## src/design/sgd_pkg.sv

```systemverilog
// ----------------------------------------------------------------------------
// sgd_pkg
// Shared types, sizes and codes for the sobel gradient / direction block.
// ----------------------------------------------------------------------------
package sgd_pkg;

  // frame size limits
  localparam int MaxWidth  = 1024;
  localparam int MaxHeight = 1024;

  // derived widths
  localparam int ColW    = $clog2(MaxWidth);
  localparam int WDimW   = $clog2(MaxWidth + 1);
  localparam int HDimW   = $clog2(MaxHeight + 1);
  localparam int RowW    = $clog2(MaxHeight + 2);
  localparam int CfgW    = 11;
  localparam int CfgIdxW = 2;

  // queue between front and back
  localparam int QDepth = 4;

  // register indexes
  localparam logic [CfgIdxW-1:0] REG_FRAME_WIDTH  = 2'd0;
  localparam logic [CfgIdxW-1:0] REG_FRAME_HEIGHT = 2'd1;

  // direction codes
  localparam logic [2:0] DIR_FLAT    = 3'd1;
  localparam logic [2:0] DIR_RISING  = 3'd2;
  localparam logic [2:0] DIR_FALLING = 3'd3;
  localparam logic [2:0] DIR_STEEP   = 3'd4;

  // request item
  typedef struct packed {
    logic       req_type;
    logic [7:0] pixel;
  } req_t;

  // result item
  typedef struct packed {
    logic [7:0] magnitude;
    logic [2:0] direction;
    logic       last_in_frame;
  } res_t;

  // gradient pair handed from front to back
  typedef struct packed {
    logic signed [10:0] gx;
    logic signed [10:0] gy;
    logic               last;
  } grad_t;

endpackage

```

## src/design/sgd_back.sv

```systemverilog
// ----------------------------------------------------------------------------
// sgd_back
// Turns a gradient pair into magnitude and direction: squares and ratio
// products, an iterative square root, rounding and the output register.
// ----------------------------------------------------------------------------
module sgd_back (
  input  logic           clk,
  input  logic           rst,
  input  logic           q_empty,
  input  sgd_pkg::grad_t q_data,
  output logic           q_pop,
  output logic           res_valid,
  input  logic           res_stall,
  output sgd_pkg::res_t  res
);

  typedef enum logic [1:0] {B_IDLE, B_MUL, B_ROOT, B_DONE} bstate_t;

  typedef struct packed {
    logic [10:0] rem;
    logic [9:0]  root;
  } root_t;

  localparam logic [30:0] TanLoQ32 = 31'd1779033704;
  localparam logic [33:0] TanHiQ32 = 34'd10368968294;

  bstate_t     state;
  logic [9:0]  ax, ay;
  logic        gx_pos, gy_pos, last;
  logic [19:0] sum_sq;
  logic [2:0]  dir;
  logic [2:0]  iter;
  root_t       cur;
  root_t       step1, step2;
  logic [19:0] ax_sq, ay_sq;
  logic [43:0] num, lo_p, hi_p;
  logic [2:0]  dir_next;
  logic [10:0] mag_round;
  logic [7:0]  mag_sat;
  logic        load_out;

  // one digit of the restoring square root
  function automatic root_t sqrt_step(root_t c, logic [1:0] pair);
    logic [12:0] rem_sh;
    logic [12:0] trial;
    root_t       n;
    rem_sh = {c.rem, pair};
    trial  = {1'b0, c.root, 2'b01};
    if (rem_sh >= trial) begin
      n.rem  = 11'(rem_sh - trial);
      n.root = {c.root[8:0], 1'b1};
    end else begin
      n.rem  = rem_sh[10:0];
      n.root = {c.root[8:0], 1'b0};
    end
    return n;
  endfunction

  assign q_pop = (state == B_IDLE) && !q_empty;

  // squares and tangent compares
  always_comb begin
    ax_sq = ax * ax;
    ay_sq = ay * ay;
    num   = {2'b00, ay, 32'd0};
    lo_p  = 44'(TanLoQ32) * 44'(ax);
    hi_p  = TanHiQ32 * 44'(ax);
    if (ax == '0) begin
      dir_next = sgd_pkg::DIR_STEEP;
    end else if (num < lo_p) begin
      dir_next = sgd_pkg::DIR_FLAT;
    end else if (num > hi_p) begin
      dir_next = sgd_pkg::DIR_STEEP;
    end else if (gx_pos == gy_pos) begin
      dir_next = sgd_pkg::DIR_RISING;
    end else begin
      dir_next = sgd_pkg::DIR_FALLING;
    end
  end

  // two root digits per cycle
  always_comb begin
    step1 = sqrt_step(cur, sum_sq[19:18]);
    step2 = sqrt_step(step1, sum_sq[17:16]);
  end

  // round to nearest and saturate
  always_comb begin
    mag_round = {1'b0, cur.root} + 11'(cur.rem > {1'b0, cur.root});
    mag_sat   = (mag_round > 11'd255) ? 8'd255 : mag_round[7:0];
    load_out  = (state == B_DONE) && (!res_valid || !res_stall);
  end

  // sequencer and output register
  always_ff @(posedge clk) begin
    if (rst) begin
      state     <= B_IDLE;
      res_valid <= 1'b0;
      iter      <= '0;
    end else begin
      if (load_out) begin
        res_valid <= 1'b1;
      end else if (res_valid && !res_stall) begin
        res_valid <= 1'b0;
      end
      unique case (state)
        B_IDLE: begin
          if (q_pop) begin
            state <= B_MUL;
          end
        end
        B_MUL: begin
          state <= B_ROOT;
          iter  <= 3'd4;
        end
        B_ROOT: begin
          if (iter == '0) begin
            state <= B_DONE;
          end else begin
            iter <= iter - 3'd1;
          end
        end
        B_DONE: begin
          if (load_out) begin
            state <= B_IDLE;
          end
        end
        default: state <= B_IDLE;
      endcase
    end
  end

  // datapath registers
  always_ff @(posedge clk) begin
    if (q_pop) begin
      ax     <= q_data.gx[10] ? 10'(-q_data.gx) : q_data.gx[9:0];
      ay     <= q_data.gy[10] ? 10'(-q_data.gy) : q_data.gy[9:0];
      gx_pos <= !q_data.gx[10] && (q_data.gx != '0);
      gy_pos <= !q_data.gy[10] && (q_data.gy != '0);
      last   <= q_data.last;
    end
    if (state == B_MUL) begin
      sum_sq <= {2'b00, ax_sq[19:2]} + {2'b00, ay_sq[19:2]};
      dir    <= dir_next;
      cur    <= '0;
    end
    if (state == B_ROOT) begin
      cur    <= step2;
      sum_sq <= {sum_sq[15:0], 4'd0};
    end
    if (load_out) begin
      res.magnitude     <= mag_sat;
      res.direction     <= dir;
      res.last_in_frame <= last;
    end
  end

endmodule

```

## config.mk

```make
export PLATFORM = sky130hd
export DESIGN_NAME = sgd_back
export DESIGN_NICKNAME = d
export VERILOG_FILES = /design/src/design/sgd_pkg.sv /design/src/design/sgd_back.sv
export SDC_FILE = /design/constraint.sdc
export NUM_CORES = 1
export LEC_CHECK = 0
export ABC_AREA = 1
export BUFFER_PORTS_ARGS = -buffer_cell sky130_fd_sc_hd__clkbuf_2
export CORE_MARGIN = 2
export CORE_UTILIZATION = 55
export CTS_CLUSTER_DIAMETER = 100
export DETAILED_ROUTE_END_ITERATION = 10
export GPL_TIMING_DRIVEN = 0
export PLACE_DENSITY = 0.69
export SYNTH_ARGS = -nofsm -noshare
export SYNTH_HDL_FRONTEND = slang
export SYNTH_SLANG_ARGS = --single-unit
```

## constraint.sdc

```tcl
create_clock -name clk -period 8.65 [get_ports clk]
set_input_delay 0.4325 -clock clk [delete_from_list [all_inputs] [get_ports clk]]
set_output_delay 0.4325 -clock clk [all_outputs]
set_load 0.01 [all_outputs]
```

==> impl_metrics.json <==
{
  "status": "finished, final reports clean",
  "hp-class": "primary input to flop",
  "ff2ff_setup_slack_ns": 0.49,
  "cp-end-kind": "flop",
  "min_period_ns": 8.16,
  "syn_avg_cell_area_um2": 7.30,
  "core_um2": 35700,
  "cp_top_family": "simple AND/OR/NAND/NOR gates",
  "critPathKind": "flop to flop",
  "drive_gt1_share_pct": 4.19,
  "die_w_um": 195,
  "drv_cap": 0,
  "routed_wl_um": 55900,
  "worstSkewPairLatency_ns": 0.39,
  "cts_buffers": 9,
  "slew_viol_final": 0,
  "dr_wl_met3_um": 3330,
  "yosys-top-cells-area": "ha_1, fa_1, inv_1, nand2_1, edfxtp_1",
  "cpPeakStageDelay_ns": 0.77,
  "setup.worst_path.start_class": "flop",
  "ys_seq_area_share_pct": 12.2,
  "hp-start": "q_data[0]",
  "antenna_cells": 0,
  "worst_path_most_repeated_cell": "nand2_1",
  "path_buf_inv": 6,
  "yosysUniqueCellTypes": 51,
  "cts_sinks": 85,
  "critPathArrivalTime_ns": 8.30,
  "timing.setup.tns_ns": 0,
  "syn_inst": 2745,
  "initial_core_util_pct": 56.0,
  "hold_viol": 0,
  "drc_errors": 0,
  "fin_crit_sh_pct": 94.3,
  "slowest_stage": "edfxtp_1",
  "h-tree-depth": 3,
  "dr.pass1.iters": 6,
  "portBuffers": 40,
  "yosys_warnings": 0,
  "grt_pass1_wl_um": 90300,
  "track_usage_pct": 30.4,
  "grt-ovfl-total": 0,
  "final_antenna_net_count": 0,
  "reg2reg_depth": 36,
  "cts_tree": "done",
  "io-pin-count": 41,
  "areaGrowthSynthToFinish_pct": 6.19,
  "maxUsedRoutingLayer": "met5",
  "yosysTopAreaCellShare_pct": 22.7,
  "ys_seq_elements": 85,
  "worstPathRequired_ns": 8.79,
  "nets": 3375,
  "grt_start_max_net_pins": 39,
  "grt_pass1_vias": 17500,
  "met1_length_um": 24700,
  "drt_iter0_drc": 1126,
  "dominantRegCellSynth": "edfxtp_1",
  "skew_ns": 0.0188,
  "rsz0062_at_grt": "false",
  "relSlewSlack_pct": 33.5,
  "r2r_start": "ax[3]$_DFFE_PP_",
  "place_congestion": 1.03,
  "wl_per_cell_um": 17.1,
  "setup_violations": 0,
  "worstReg2RegEnd": "dir[2]$_SDFFCE_PP1P_",
  "critPathMaxFanout": 9,
  "ys_async_sr_fraction_pct": 0,
  "via_per_inst": 5.36,
  "wl_met2_um": 25900,
  "worst_slew_pin_slew_ns": 0.996,
  "syn_area_um2": 20000,
  "fmax_mhz": 123,
  "hold_path_end": "last$_DFFE_PP_",
  "cts.clk_slew.worst_paths_ns": 0.09,
  "row_count": 69,
  "hpwl_um": 48500,
  "antenna_found_initial": 1,
  "hold_depth": 1,
  "die_area_um2": 38000,
  "die_h_um": 195,
  "cts_buffer_depth": 2,
  "routed-via-count": 17600,
  "synth_nets": 3309,
  "synth_edf_count": 75,
  "cts_root_buffer": "clkbuf_16",
  "synth_top_cell_by_area": "ha_1"
}
==> cell usage after synthesis, drive strengths merged, types with 10 or more instances <==
cell / instances
inv: 647
nand2: 647
ha: 364
nor2: 186
fa: 173
a21oi: 146
o21ai: 99
nand3: 96
edfxtp: 75
xor2: 73
xnor2: 45
nand4: 42
nor3: 24
clkbuf: 22
a21o: 10
dfxtp: 10
o21bai: 10
==> cell families after synthesis <==
family / synth area share (%)
adder cells (fa/ha/maj): 40.0
buffers and inverters: 12.8
multiplexers: 0.0562
flip-flops: 12.2
AO/OA/AOI/OAI: 8.28
XOR/XNOR: 5.16
AND/OR/NAND/NOR: 21.4
==> what timing repair did <==
| action | 4_1_cts | 5_1_grt |
|---|---|---|
| hold buffers | 0 | 0 |
| setup endpoints to repair | 2 | 3 |
| resized for setup | 0 | 3 |
| buffers inserted | 4 | 12 |
==> registers in the layout, indices dropped and copies added, names as in the netlist, 2 cells and up <==
signal / flops
ax: 10
ay: 10
cur: 21
dir: 3
iter: 3
res: 12
state: 2
sum_sq: 20
==> stage by stage <==
stage | worst slack, ns | hold slack [ns] | util, % | instances | area [µm²]
finish | 0.489 | 0.231 | 59.5 | 3277 | 21300
global route | 0.0324 | 0.220 | 59.5 | 3277 | 21300
CTS | 0.0542 | 0.222 | 59.2 | 3267 | 21200
detailed placement | -0.0338 | 0.407 | 58.3 | 3247 | 20800
global placement | -0.0225 | 0.414 | 58.2 | 3246 | 20800
floorplan | 2.10 | 0.400 | - | 2745 | 20000
==> routing by layer <==
metal | track usage (%) | vias up
met2 | 50.9 | 463
met4 | 11.2 | 2
met3 | 4.23 | 94
met5 | 0 | -
met1 | 40.0 | 8260
li1 | - | 8750
==> final cells by class <==
| type | instances | area [µm²] |
|---|---|---|
| flip-flops and latches | 85 | 2450 |
| fillers | 3425 | 14500 |
| clock inverters | 7 | 76.3 |
| clock buffers | 9 | 225 |
| multi-input cells | 1984 | 15000 |
| plain buffers | 27 | 128 |
| inverters | 647 | 2430 |
| repair buffers | 57 | 344 |
| well taps | 461 | 577 |
==> worst max-delay path by stage <==
stage          cells past startpoint  slack (ns)             from                    to
5_1_grt                           37        0.03  ax[3]$_DFFE_PP_  dir[0]$_SDFFCE_PP0P_
2_1_floorplan                     27        2.10  ax[0]$_DFFE_PP_  sum_sq[17]$_DFFE_PP_
3_5_place_dp                      45       -0.03  ax[4]$_DFFE_PP_  dir[0]$_SDFFCE_PP0P_
4_1_cts                           46        0.05  ax[9]$_DFFE_PP_  dir[0]$_SDFFCE_PP0P_
6_report                          36        0.49  ax[3]$_DFFE_PP_  dir[2]$_SDFFCE_PP1P_
3_3_place_gp                      45       -0.02  ax[4]$_DFFE_PP_  dir[0]$_SDFFCE_PP0P_
==> layout by cell type (no fill, tap or decap), drive strengths merged, types with 2 or more instances in the layout <==
| cell type | n |
|---|---|
| inv | 650 |
| nand2 | 647 |
| ha | 364 |
| nor2 | 186 |
| fa | 173 |
| a21oi | 146 |
| o21ai | 99 |
| nand3 | 96 |
| edfxtp | 75 |
| xor2 | 73 |
| clkbuf | 69 |
| xnor2 | 45 |
| nand4 | 42 |
| nor3 | 24 |
| buf | 24 |
| o21bai | 10 |
| a21o | 10 |
| dfxtp | 10 |
| nand3b | 9 |
| or2 | 8 |
| a211oi | 8 |
| nor4 | 7 |
| o211ai | 6 |
| nor3b | 6 |
| a31oi | 5 |
| clkinv | 4 |
| a21boi | 3 |
| o21a | 2 |
| and3 | 2 |
| a32o | 2 |
| o2111ai | 2 |
| o22ai | 2 |
| o31ai | 2 |
Power is left out: the tool's default activity adds up to more than one toggle a clock period on the data nets, which glitch-free logic cannot reach.
