==> src/design/sgd_pkg.sv <==
// ----------------------------------------------------------------------------
// sgd_pkg
// Shared types, sizes and codes for the sobel gradient / direction block.
// ----------------------------------------------------------------------------
package sgd_pkg;

  // frame size limits
  localparam int MaxWidth  = 1024;
  localparam int MaxHeight = 1024;

  // derived widths
  localparam int ColW    = $clog2(MaxWidth);
  localparam int WDimW   = $clog2(MaxWidth + 1);
  localparam int HDimW   = $clog2(MaxHeight + 1);
  localparam int RowW    = $clog2(MaxHeight + 2);
  localparam int CfgW    = 11;
  localparam int CfgIdxW = 2;

  // queue between front and back
  localparam int QDepth = 4;

  // register indexes
  localparam logic [CfgIdxW-1:0] REG_FRAME_WIDTH  = 2'd0;
  localparam logic [CfgIdxW-1:0] REG_FRAME_HEIGHT = 2'd1;

  // direction codes
  localparam logic [2:0] DIR_FLAT    = 3'd1;
  localparam logic [2:0] DIR_RISING  = 3'd2;
  localparam logic [2:0] DIR_FALLING = 3'd3;
  localparam logic [2:0] DIR_STEEP   = 3'd4;

  // request item
  typedef struct packed {
    logic       req_type;
    logic [7:0] pixel;
  } req_t;

  // result item
  typedef struct packed {
    logic [7:0] magnitude;
    logic [2:0] direction;
    logic       last_in_frame;
  } res_t;

  // gradient pair handed from front to back
  typedef struct packed {
    logic signed [10:0] gx;
    logic signed [10:0] gy;
    logic               last;
  } grad_t;

endpackage

==> src/design/sgd_queue.sv <==
// ----------------------------------------------------------------------------
// sgd_queue
// Small flip-flop fifo carrying gradient pairs from front to back.
// ----------------------------------------------------------------------------
module sgd_queue (
  input  logic          clk,
  input  logic          rst,
  input  logic          push,
  input  sgd_pkg::grad_t push_data,
  input  logic          pop,
  output sgd_pkg::grad_t pop_data,
  output logic          full,
  output logic          empty
);

  localparam int PtrW = $clog2(sgd_pkg::QDepth);

  sgd_pkg::grad_t            store [sgd_pkg::QDepth];
  logic [PtrW-1:0]           wr_ptr;
  logic [PtrW-1:0]           rd_ptr;
  logic [$clog2(sgd_pkg::QDepth+1)-1:0] count;

  assign full     = (count == ($clog2(sgd_pkg::QDepth+1))'(sgd_pkg::QDepth));
  assign empty    = (count == '0);
  assign pop_data = store[rd_ptr];

  // payload storage
  always_ff @(posedge clk) begin
    if (push) begin
      store[wr_ptr] <= push_data;
    end
  end

  // pointers and fill count
  always_ff @(posedge clk) begin
    if (rst) begin
      wr_ptr <= '0;
      rd_ptr <= '0;
      count  <= '0;
    end else begin
      if (push) begin
        wr_ptr <= wr_ptr + PtrW'(1);
      end
      if (pop) begin
        rd_ptr <= rd_ptr + PtrW'(1);
      end
      if (push && !pop) begin
        count <= count + 1'b1;
      end else if (pop && !push) begin
        count <= count - 1'b1;
      end
    end
  end

endmodule

==> config.mk <==
export PLATFORM = sky130hd
export DESIGN_NAME = sgd_queue
export DESIGN_NICKNAME = d
export VERILOG_FILES = /design/src/design/sgd_pkg.sv /design/src/design/sgd_queue.sv
export SDC_FILE = /design/constraint.sdc
export NUM_CORES = 1
export LEC_CHECK = 0
export BUFFER_PORTS_ARGS = -buffer_cell sky130_fd_sc_hd__buf_4
export CAP_MARGIN = 20
export CORE_UTILIZATION = 40
export DETAILED_ROUTE_END_ITERATION = 16
export HOLD_SLACK_MARGIN = 0.03
export PLACE_DENSITY = 0.65
export SETUP_SLACK_MARGIN = 0.3
export SLEW_MARGIN = 0
export SYNTH_ARGS = -nofsm -noshare
export SYNTH_HDL_FRONTEND = slang
export SYNTH_SLANG_ARGS = --single-unit
==> constraint.sdc <==
create_clock -name clk -period 2.5 [get_ports clk]
set_input_delay 0.75 -clock clk [delete_from_list [all_inputs] [get_ports clk]]
set_output_delay 0.75 -clock clk [all_outputs]
set_load 0.02 [all_outputs]
==> results of run 1 <==
[area by class of cell]
cell class                 instances  area share, %
sequential                       101           62.7
clock buffer                      10           2.72
clock inverter                     5           1.30
timing repair buffer              63           14.1
inverter                           4          0.320
multi-input combinational         53           15.9
tap                              111           2.96
[path summary, 6_finish.rpt]
check / from / end / slack (ns)
max: flop / pop_data[6] / 0.09
min: count[2] / count[2] / 0.51
max reg2reg: count[0] / count[2] / 1.01
min reg2reg: count[2] / count[2] / 0.51
[logic make-up (layout without fill, tap and decap cells)]
kind of cell / Yosys count / count (layout)
AOI/OAI and AO/OA: 2 / 2
xor gates and xnor gates: 5 / 5
adders and majority gates: 6 / 6
buffers and inverters: 10 / 82
DFF: 101 / 101
muxes: 25 / 25
and+or+nand+nor: 15 / 15
[repair_timing]
action,CTS,global route
buffers inserted,3,0
endpoints found under the setup margin,23,23
gates cloned,3,0
resized for setup,30,1
[sequential cells by signal (all words and copies together) (netlist names), named ones only]
| register | flops |
|---|---|
| store | 92 |
| count | 3 |
| rd_ptr | 2 |
| wr_ptr | 2 |
[stage by stage]
stage / setup slack (ns) / hold WS, ns / area [sq um]
final: 0.0899 / 0.514 / 4700
after CTS: 0.0686 / 0.511 / 4690
after global placement: 0.325 / 0.494 / 4300
after floorplan: 0.490 / 0.466 / 3780
after detailed placement: 0.286 / 0.496 / 4300
after global routing: 0.0208 / 0.561 / 4700
[worst max-delay path, delay by kind of cell (launching register included)]
family,cells,cell delay (ns)
mux,1,0.53
flops,1,0.40
buf+inv,3,0.38
[power by group]
part | total (mW) | switching [mW] | leakage [nW] | internal (mW)
registers | 1.97 | 0.0327 | 0.920 | 1.93
clock network | 0.986 | 0.525 | 0.0850 | 0.461
logic | 0.574 | 0.267 | 0.617 | 0.306
[placed cells by master (no fill, tap or decap), drive strengths merged]
master / netlist / routed
and2: 4 / 4
ha: 5 / 5
buf: 5 / 63
o21ai: 1 / 1
inv: 4 / 5
dfxtp: 9 / 9
nand2: 1 / 1
or3: 1 / 1
bufinv: 0 / 1
clkinvlp: 0 / 3
edfxtp: 92 / 92
mux4: 23 / 23
nor3: 1 / 1
fa: 1 / 1
nor2: 7 / 7
nor3b: 1 / 1
mux2i: 2 / 2
xnor2: 2 / 2
xor2: 3 / 3
a21oi: 1 / 1
clkbuf: 1 / 10
[per-layer routing]
metal	vias up	global-route usage [%]	share of wire, %
met2	29	23.5	52
met4	0	5.43	1.5
li1	797	-	-
met5	-	0	0
met1	871	16.5	43
met3	8	4.43	3.4
==> impl_results.md, run 1 <==
* Vias in the first global route at 1847
* Fin crit period at 2.41 ns
* Drt first-iter violations at 30
* Multi-input logic area at between 700 and 800 sq um
* Slew headroom at 75.7%
* Top-Level Pins at 52
* Total power at 3.53 mW
* Post-Place Cells at 326
* Die area at 0.00985 sq mm
* Final Cycle Share at 96.4%
* HP Class: flop to flop
* First-pass GRT wire length at 9780 um
* Critical path peak fanout at 6
* Max clock buf depth at 2
* Routed via count at 1705
* DRC at 0
* Critical path's slowest cell: mux4_2
* Top-count cell post-synth: edfxtp_1
* Adder-cell area share of the yosys netlist at 2.18%
* Post-Layout Cell Count at around 350
* Worst Max-Slew Pin Slew at 0.365 ns
* H-tree Lvls at 3
* Ys Warns at 0
* Ys flop type: edfxtp_1
* XOR/XNOR share of the synthesized area at between 1 and 1.5%
* Filler cells at about 750
* Clock tree sinks at ~100
* Clock latency on the worst-skew pair at ~0.35 ns
* CTS Hold Bufs at 0
* Flops & latches, synth at 101
* Root Buffer: clkbuf_8
* CTS clk-pin slew, worst paths at 0.09 ns
* Worst EP required at roughly 1.8 ns
* Post-synthesis cell area at approximately 0.0038 sq mm
* Mux contribution to synthesized area at 14.5%
* Most used cell along the critical path: buf_6
* WP data arrival at 1.66 ns
* Max_cap viols at 0
* Syn-to-layout area delta at 24.2%
* RSZ-0062 raised after global routing: yes
* CTS buffer count at 9
* Synth top area share at 73.0%
* Area leader, netlist: edfxtp_1
* Mean Syn Cell Area at 23.1 sq um
* Via-to-Cell Ratio at 4.91
* CTS tree: done
* Placer Congestion at 0.728
* HPWL after detailed placement at 3490 um
* Rows at 35
* Status: finished clean
* Syn Nets at 197
* CP Launch Type: flop
* Synth area leaders: edfxtp_1, mux4_2, dfxtp_1
* Largest net degree at the start of global routing at 24
* Synth unique cells at 22
* Largest family of logic cells by synthesized area: multiplexers
* Final WL at 6150 um
* Synth cell count leaders: edfxtp_1, mux4_2, dfxtp_1
* Layout cells sized above 1 at 42.8%
* Post-synth EDFFs at 92
* Seq/Total Area, Yosys at 77.8%
* Max-slew violations at 0
* Sequential cell area at 0.00295 sq mm
* Layout net count at between 200 and 300
* Total power divided by cell area at 751 mW/mm^2
* Die X-Extent at 99.2 um
* Core region area at around 0.0092 sq mm
* Compound-Gate Fraction of Synth Area at 0.265%
* Post-synthesis instance total at 164
* Crit path largest cell delay at 0.53 ns
* Initial antenna violation count at 0
* WS Path Type: flop to output pin
* Final core occ at 51.1%
* Initial core utilization at 41.1%
* Reg2Reg Depth at 4
* Crit. End Element: output pin
* WL per Instance at 17.7 um
* Total Neg Setup Slack at 0 ns
* Grt total ovfl at 0
* IO Port Bufs at 51
* Synth async-reset ratio at 0%
* WHS Path Cells at 2
* Worst Skew at 0.00926 ns
* Peak supply drop at 0.363 mV
* FMAX at 415 MHz
* Final hold vios at 0
* GRT Overall Usage at 13.8%
* Post-Synth Simple-Gate Area at under 10%
* Critical path, cell by cell: buf_6 -> buf_12 -> mux4_2 -> buf_6
* Initial DRT Pass Iterations at 4
* Leakage at 1.62 nW
* Die Ht at 99.2 um
* Post-route ant nets at 0
* Final setup fails at 0
* ANT cells at 0
No activity file was read; power rests on OpenSTA's default activity.
==> run 2: changes to the inputs <==
Settings changed: BUFFER_PORTS_ARGS -buffer_cell sky130_fd_sc_hd__buf_4 to unset, DONT_BUFFER_PORTS set to 1, PLACE_DENSITY 0.65 to 0.6.
==> run 2 against run 1 <==
  * Worst hold slack worse by 0.065 ns
  * Worst setup slack gained 0.13 ns
  * Largest cell class unchanged
  * Combinational power decreased by 38%
  * Non-clock buffer count down 54
  * Fmax grew 5.8%
  * Flip-flop and latch count is the same
  * Sequential power is essentially flat
  * Critical path depth is 2 lower
  * Cell count shrank 16%
  * Sequential share of layout area increased by 8.1 points
==> impl_results.md, run 2 (same netlist as run 1, synthesis figures left out) <==
* Final WL at 5990 um (-2.6%)
* Initial core utilization at 41.1% (unchanged)
* Worst Skew at 0.0104 ns (+0.00119 ns)
* Syn-to-layout area delta at 10.0%
* Worst Max-Slew Pin Slew at 0.663 ns (+0.298 ns)
* Core region area at 0.00920 sq mm (unchanged)
* Initial antenna violation count at 0 (unchanged)
* Max_cap viols at 0 (unchanged)
* Slew headroom at 55.7% (-20 points)
* Clock latency on the worst-skew pair at 0.35 ns (about the same)
* Die area at 0.00985 sq mm (unchanged)
* HPWL after detailed placement at 3950 um (+13%)
* Clock tree sinks at 101 (unchanged)
* Crit. End Element: output pin
* Peak supply drop at 0.348 mV (-4.0%)
* Critical path peak fanout at 8 (+2)
* ANT cells at 0 (unchanged)
* Routed via count at 1548 (-9.2%)
* WS Path Type: flop to output pin
* Flop pwr share at 60.1% (+4.4 points)
* Max clock buf depth at 2 (unchanged)
* P_int at 2.53 mW (-6.3%)
* Status: finished clean
* Final Cycle Share at 91.2% (-5.3 points)
* First-pass GRT wire length at 9370 um (-4.2%)
* Final hold vios at 0 (unchanged)
* Drt first-iter violations at 51 (+70%)
* HP Start: rst
* Net Sw Power at 0.749 mW (-9.3%)
* Combinational Power Share at 10.8% (-5.5 points)
* Finished layout cell area at 0.00416 sq mm (-11%)
* Largest net degree at the start of global routing at 24 (unchanged)
* DRC at 0 (unchanged)
* Final core occ at 45.3% (-5.8 points)
* CTS clk-pin slew, worst paths at 0.09 ns (about the same)
* Pre-CTS setup slack at 0.399 ns (+0.113 ns)
* Worst reg2reg path startpoint: wr_ptr[0]
* Max FFs per register at 92 (unchanged)
* Post-Layout Cell Count at 293 (-16%)
* Grt total ovfl at 0 (unchanged)
* CTS tree: done
* Vias in the first global route at 1725 (-6.6%)
* Die Ht at 99.2 um (unchanged)
* IO Port Bufs at 0 (-100%)
* WL per Instance at 20.5 um (+15%)
* Setup slack after layout at 0.221 ns (+0.131 ns)
* Rows at 35 (unchanged)
* FMAX at 439 MHz (+5.8%)
* Total Neg Setup Slack at 0 ns (unchanged)
* Worst EP required at 1.75 ns (about the same)
* Layout net count at 211 (-20%)
* GRT Overall Usage at 13.4% (-0.48 points)
* Top-Level Pins at 52 (unchanged)
* Root Buffer: clkbuf_8
* RSZ-0062 raised after global routing: yes
* Leakage at 1.33 nW (-18%)
* CTS buffer count at 9 (unchanged)
* Total power divided by cell area at 788 mW/mm^2 (+5.0%)
* WP data arrival at 1.53 ns (-0.13 ns)
* Most flop-heavy register: store
* Area after DPL at 0.00394 sq mm (-8.3%)
* Via-to-Cell Ratio at 5.28 (+7.5%)
* Commonest non-fill, non-tap cells in the layout: edfxtp_1, mux4_2, clkbuf_8
* Final setup fails at 0 (unchanged)
* Layout cells sized above 1 at 24.7% (-18 points)
* Post-route ant nets at 0 (unchanged)
* Max-slew violations at 0 (unchanged)
* Filler cells at 768 (+3.1%)
* Fin crit period at 2.28 ns (-0.131 ns)
* Switching share of power at 22.8% (-0.58 points)
* Placer Congestion at 0.626 (-14%)
* CTS Hold Bufs at 0 (unchanged)
* Clock share of power at 29.0% (+1.0 points)
* CP Launch Type: flop
* H-tree Lvls at 3 (unchanged)
* Die X-Extent at 99.2 um (unchanged)
* Initial DRT Pass Iterations at 4 (unchanged)
* Most common cell after layout, fill and taps aside: edfxtp_1
* Largest regs: store: 92 flops, count: 3 flops
* Post-Place Cells at 277 (-15%)
* HP Class: input port to flop
-- run 2: cell type report --
class / instances / area [sq um] / share of cell area (%)
Timing Repair Buffer: 9 / 125 / 3.01
Clock inverter: 5 / 52.6 / 1.26
Tap cell: 111 / 139 / 3.34
Sequential cell: 101 / 2950 / 70.8
Clock buffer: 10 / 128 / 3.07
Inverter: 4 / 15.0 / 0.361
Multi-Input combinational cell: 53 / 756 / 18.2
-- run 2: power by group through the flow --
| stage | logic [mW] | registers (mW) | clock network [mW] |
|---|---|---|---|
| finish | 0.355 | 1.97 | 0.952 |
| global route | 0.379 | 1.98 | 1.03 |
| CTS | 0.356 | 1.97 | 0.971 |
| detailed placement | 0.348 | 2.01 | 0 |
| global placement | 0.337 | 2.00 | 0 |
| floorplan | 0.300 | 1.99 | 0 |
-- run 2: worst max-delay path, cell delays in order (launching register included) --
cell and delay [ns]:
dfxtp_4 0.43, buf_12 0.15, mux4_2 0.59
-- run 2: metrics by stage --
step / hold slack, ns / power [mW]
after floorplan: 0.466 / 2.29
after global placement: 0.469 / 2.34
after detailed placement: 0.549 / 2.36
after CTS: 0.434 / 3.30
after global routing: 0.431 / 3.39
final: 0.449 / 3.28
-- run 2: worst paths after layout --
| kind | end | slack, ns | cells past startpoint |
|---|---|---|---|
| hold reg to reg | flop | 0.56 | 2 |
| setup / recovery | pop_data[4] | 0.22 | 2 |
| setup reg to reg | store[3][11] | 0.93 | 3 |
| hold / removal | flop | 0.45 | 1 |
-- run 2: metal layers --
metal  GRT usage [%]  part of all wire, %
met1            14.1                   37
met2            23.3                   54
met5               0                    0
met4            6.67                  2.2
met3            5.13                  6.4
-- run 2: timing repair --
| item | in CTS | in global routing |
|---|---|---|
| buffers inserted | 0 | 1 |
| setup endpoints to repair | 23 | 23 |
| endpoints found under the hold margin | 0 | 0 |
| resized for setup | 7 | 3 |
| pin swaps | 0 | 0 |
==> run 3: changes to the inputs <==
Settings changed: CORE_MARGIN set to 2, CTS_BUF_LIST set to sky130_fd_sc_hd__clkbuf_4.
==> run 3 against run 2 <==
  * Combinational power up 2%
  * Routed wire length increased by 0.43%
  * Global-route usage decreased by 0.80 points
  * Non-clock buffer count is 1 higher
  * Final area down 1.8%
  * Sequential power is essentially flat
  * Largest power group unchanged
  * Worst setup slack worse by 0.084 ns
  * Cell count up 0.68%
  * Highest routed layer unchanged
  * Clock skew rose by 0.0020 ns
  * Die area rose by 4.1%
  * Core utilization decreased by 0.82 points
==> impl_results.md, run 3 (same netlist as run 1, synthesis figures left out) <==
* Die Ht at 101 um (+2.0%)
* Sequential cell area at 0.00295 sq mm (unchanged)
* Final WL at 6020 um (+0.43%)
* WL per Instance at 20.4 um (-0.25%)
* Peak supply drop at 0.334 mV (-4.0%)
* Rows at 35 (unchanged)
* Final Hold Slack at 0.365 ns (-0.0844 ns)
* Layout net count at 212 (+0.47%)
* WP data arrival at 1.61 ns (+0.08 ns)
* Setup slack after layout at 0.137 ns (-0.0844 ns)
* Critical path, cell by cell: buf_12 -> mux4_2
* Finished layout cell area at 0.00409 sq mm (-1.8%)
* Root Buffer: clkbuf_4
* Crit. End Element: output pin
* Clock tree sinks at 101 (unchanged)
* Core region area at 0.00920 sq mm (unchanged)
* Worst Setup EP: pop_data[10]
* Critical path peak fanout at 10 (+2)
* WS Path Type: flop to output pin
* GRT Overall Usage at 12.6% (-0.80 points)
* Post-Layout Cell Count at 295 (+0.68%)
* IO Port Bufs at 0 (unchanged)
* Final hold vios at 0 (unchanged)
* Total power at 3.05 mW (-6.9%)
* CTS tree: done
* Most common cell after layout, fill and taps aside: edfxtp_1
* Max-slew violations at 0 (unchanged)
* Post-Place Cells at 276 (-0.36%)
* Worst reg2reg path startpoint: count[0]
* Initial antenna violation count at 0 (unchanged)
* HPWL after detailed placement at 3820 um (-3.3%)
* Levels on crit path at 2 (unchanged)
* Pre-CTS setup slack at 0.342 ns (-0.0570 ns)
* R2R setup slack at 0.95 ns (+0.02 ns)
* Max clock buf depth at 2 (unchanged)
* Die area at 0.0102 sq mm (+4.1%)
* Commonest non-fill, non-tap cells in the layout: edfxtp_1, mux4_2, clkbuf_4
* Worst EP required at 1.75 ns (about the same)
* Drt first-iter violations at 61 (+20%)
* Top-Level Pins at 52 (unchanged)
* Most flop-heavy register: store
* FMAX at 423 MHz (-3.6%)
* Multi-input logic area at 753 sq um (-0.33%)
* H-tree Lvls at 3 (unchanged)
* Buf/Inv on CP at 1 (unchanged)
* Max FFs per register at 92 (unchanged)
* Final Cycle Share at 94.5% (+3.4 points)
* Crit path largest cell delay at 0.60 ns (about the same)
* Filler cells at 790 (+2.9%)
* Die X-Extent at 101 um (+2.0%)
* CP Launch Type: flop
* Placer Congestion at 0.652 (+4.1%)
* Syn-to-layout area delta at 8.04%
* Area after DPL at 0.00391 sq mm (-0.83%)
* Grt total ovfl at 0 (unchanged)
* Status: finished clean
* Layout cells sized above 1 at 27.2% (+2.4 points)
* Clock latency on the worst-skew pair at 0.43 ns (+0.08 ns)
* Reg2Reg Depth at 4 (+1)
* Critical path's slowest cell: mux4_2
* Leakage at 1.29 nW (-3.0%)
* Initial DRT Pass Iterations at 4 (unchanged)
* First-pass GRT wire length at 9140 um (-2.5%)
* Via-to-Cell Ratio at 5.21 (-1.4%)
* CTS buffer count at 9 (unchanged)
* HP Start: rst
* Worst Skew at 0.0124 ns (+0.00199 ns)
* Fin crit period at 2.36 ns (+0.0844 ns)
* Routed via count at 1537 (-0.71%)
* Largest net degree at the start of global routing at 24 (unchanged)
* Final core occ at 44.4% (-0.82 points)
* Largest regs: store: 92 flops, count: 3 flops
* HP Class: input port to flop
* Total Neg Setup Slack at 0 ns (unchanged)
* Initial core utilization at 41.1% (unchanged)
* ANT cells at 0 (unchanged)
* Vias in the first global route at 1703 (-1.3%)
* DRC at 0 (unchanged)
* RSZ-0062 raised after global routing: yes
* Post-route ant nets at 0 (unchanged)
* Max_cap viols at 0 (unchanged)
* CP delay by family, top: multiplexers
* Slew headroom at 56.8% (+1.1 points)
* Worst Max-Slew Pin Slew at 0.643 ns (-0.0194 ns)
* Total power divided by cell area at 747 mW/mm^2 (-5.2%)
* CTS Hold Bufs at 0 (unchanged)
* FF-to-FF End: count[2]
* CTS clk-pin slew, worst paths at 0.14 ns (+0.05 ns)
* Final setup fails at 0 (unchanged)
==> run 3: cell count changes in the layout (fill, tap and decap cells not counted), moves of 2 or more <==
| cell | before | now |
|---|---|---|
| clkbuf_4 | 0 | 9 |
| clkinvlp_4 | 1 | 3 |
| clkinv_2 | 3 | 0 |
| buf_4 | 3 | 7 |
| mux4_2 | 21 | 23 |
| mux4_1 | 2 | 0 |
| clkinv_4 | 0 | 3 |
| buf_6 | 2 | 0 |
| clkbuf_8 | 9 | 0 |
==> run 3: worst reg2reg max path, cell delays in order, from the launching register on <==
cell and delay (ns):
dfxtp_1 0.39, fa_1 0.44, xor2_1 0.18, or3_1 0.32
a21oi_1 0.16
==> run 3: where the power goes <==
group	total (mW)	leakage (nW)	internal (mW)	switching [mW]
sequential	1.97	0.920	1.93	0.0360
clock	0.723	0.0558	0.206	0.517
combinational	0.361	0.314	0.146	0.215
total	3.05	1.29	2.29	0.768
==> run 3: what timing repair did <==
| action | in CTS | in global routing |
|---|---|---|
| resized for setup | 11 | 3 |
| endpoints found under the setup margin | 23 | 24 |
| pin swaps | 0 | 0 |
| buffers inserted | 2 | 1 |
==> run 3: worst min path at each step <==
stage | to | slack (ns) | cells after the start
6_report | flop | 0.36 | 1
2_1_floorplan | count[2] | 0.47 | 2
5_1_grt | flop | 0.33 | 1
4_1_cts | count[0] | 0.34 | 1
3_3_place_gp | count[2] | 0.47 | 2
3_5_place_dp | count[2] | 0.51 | 2
==> run 3: per-layer routing <==
layer | wire length, um | up-vias | GRT usage (%) | share of wire [%]
met5 | 0 | - | 0 | 0
met4 | 146 | 0 | 6.55 | 2.4
met1 | 2210 | 777 | 13.0 | 37
li1 | - | 695 | - | -
met2 | 3150 | 51 | 21.7 | 52
met3 | 518 | 14 | 5.38 | 8.6
==> run 3: area by class of cell <==
cell class / count / share of cell area, %
Sequential cell: 101 / 72.1
Multi-Input combinational cell: 53 / 18.4
Tap cell: 111 / 3.40
Timing Repair Buffer: 10 / 2.76
Clock buffer: 9 / 1.65
Clock inverter: 7 / 1.29
Inverter: 4 / 0.367
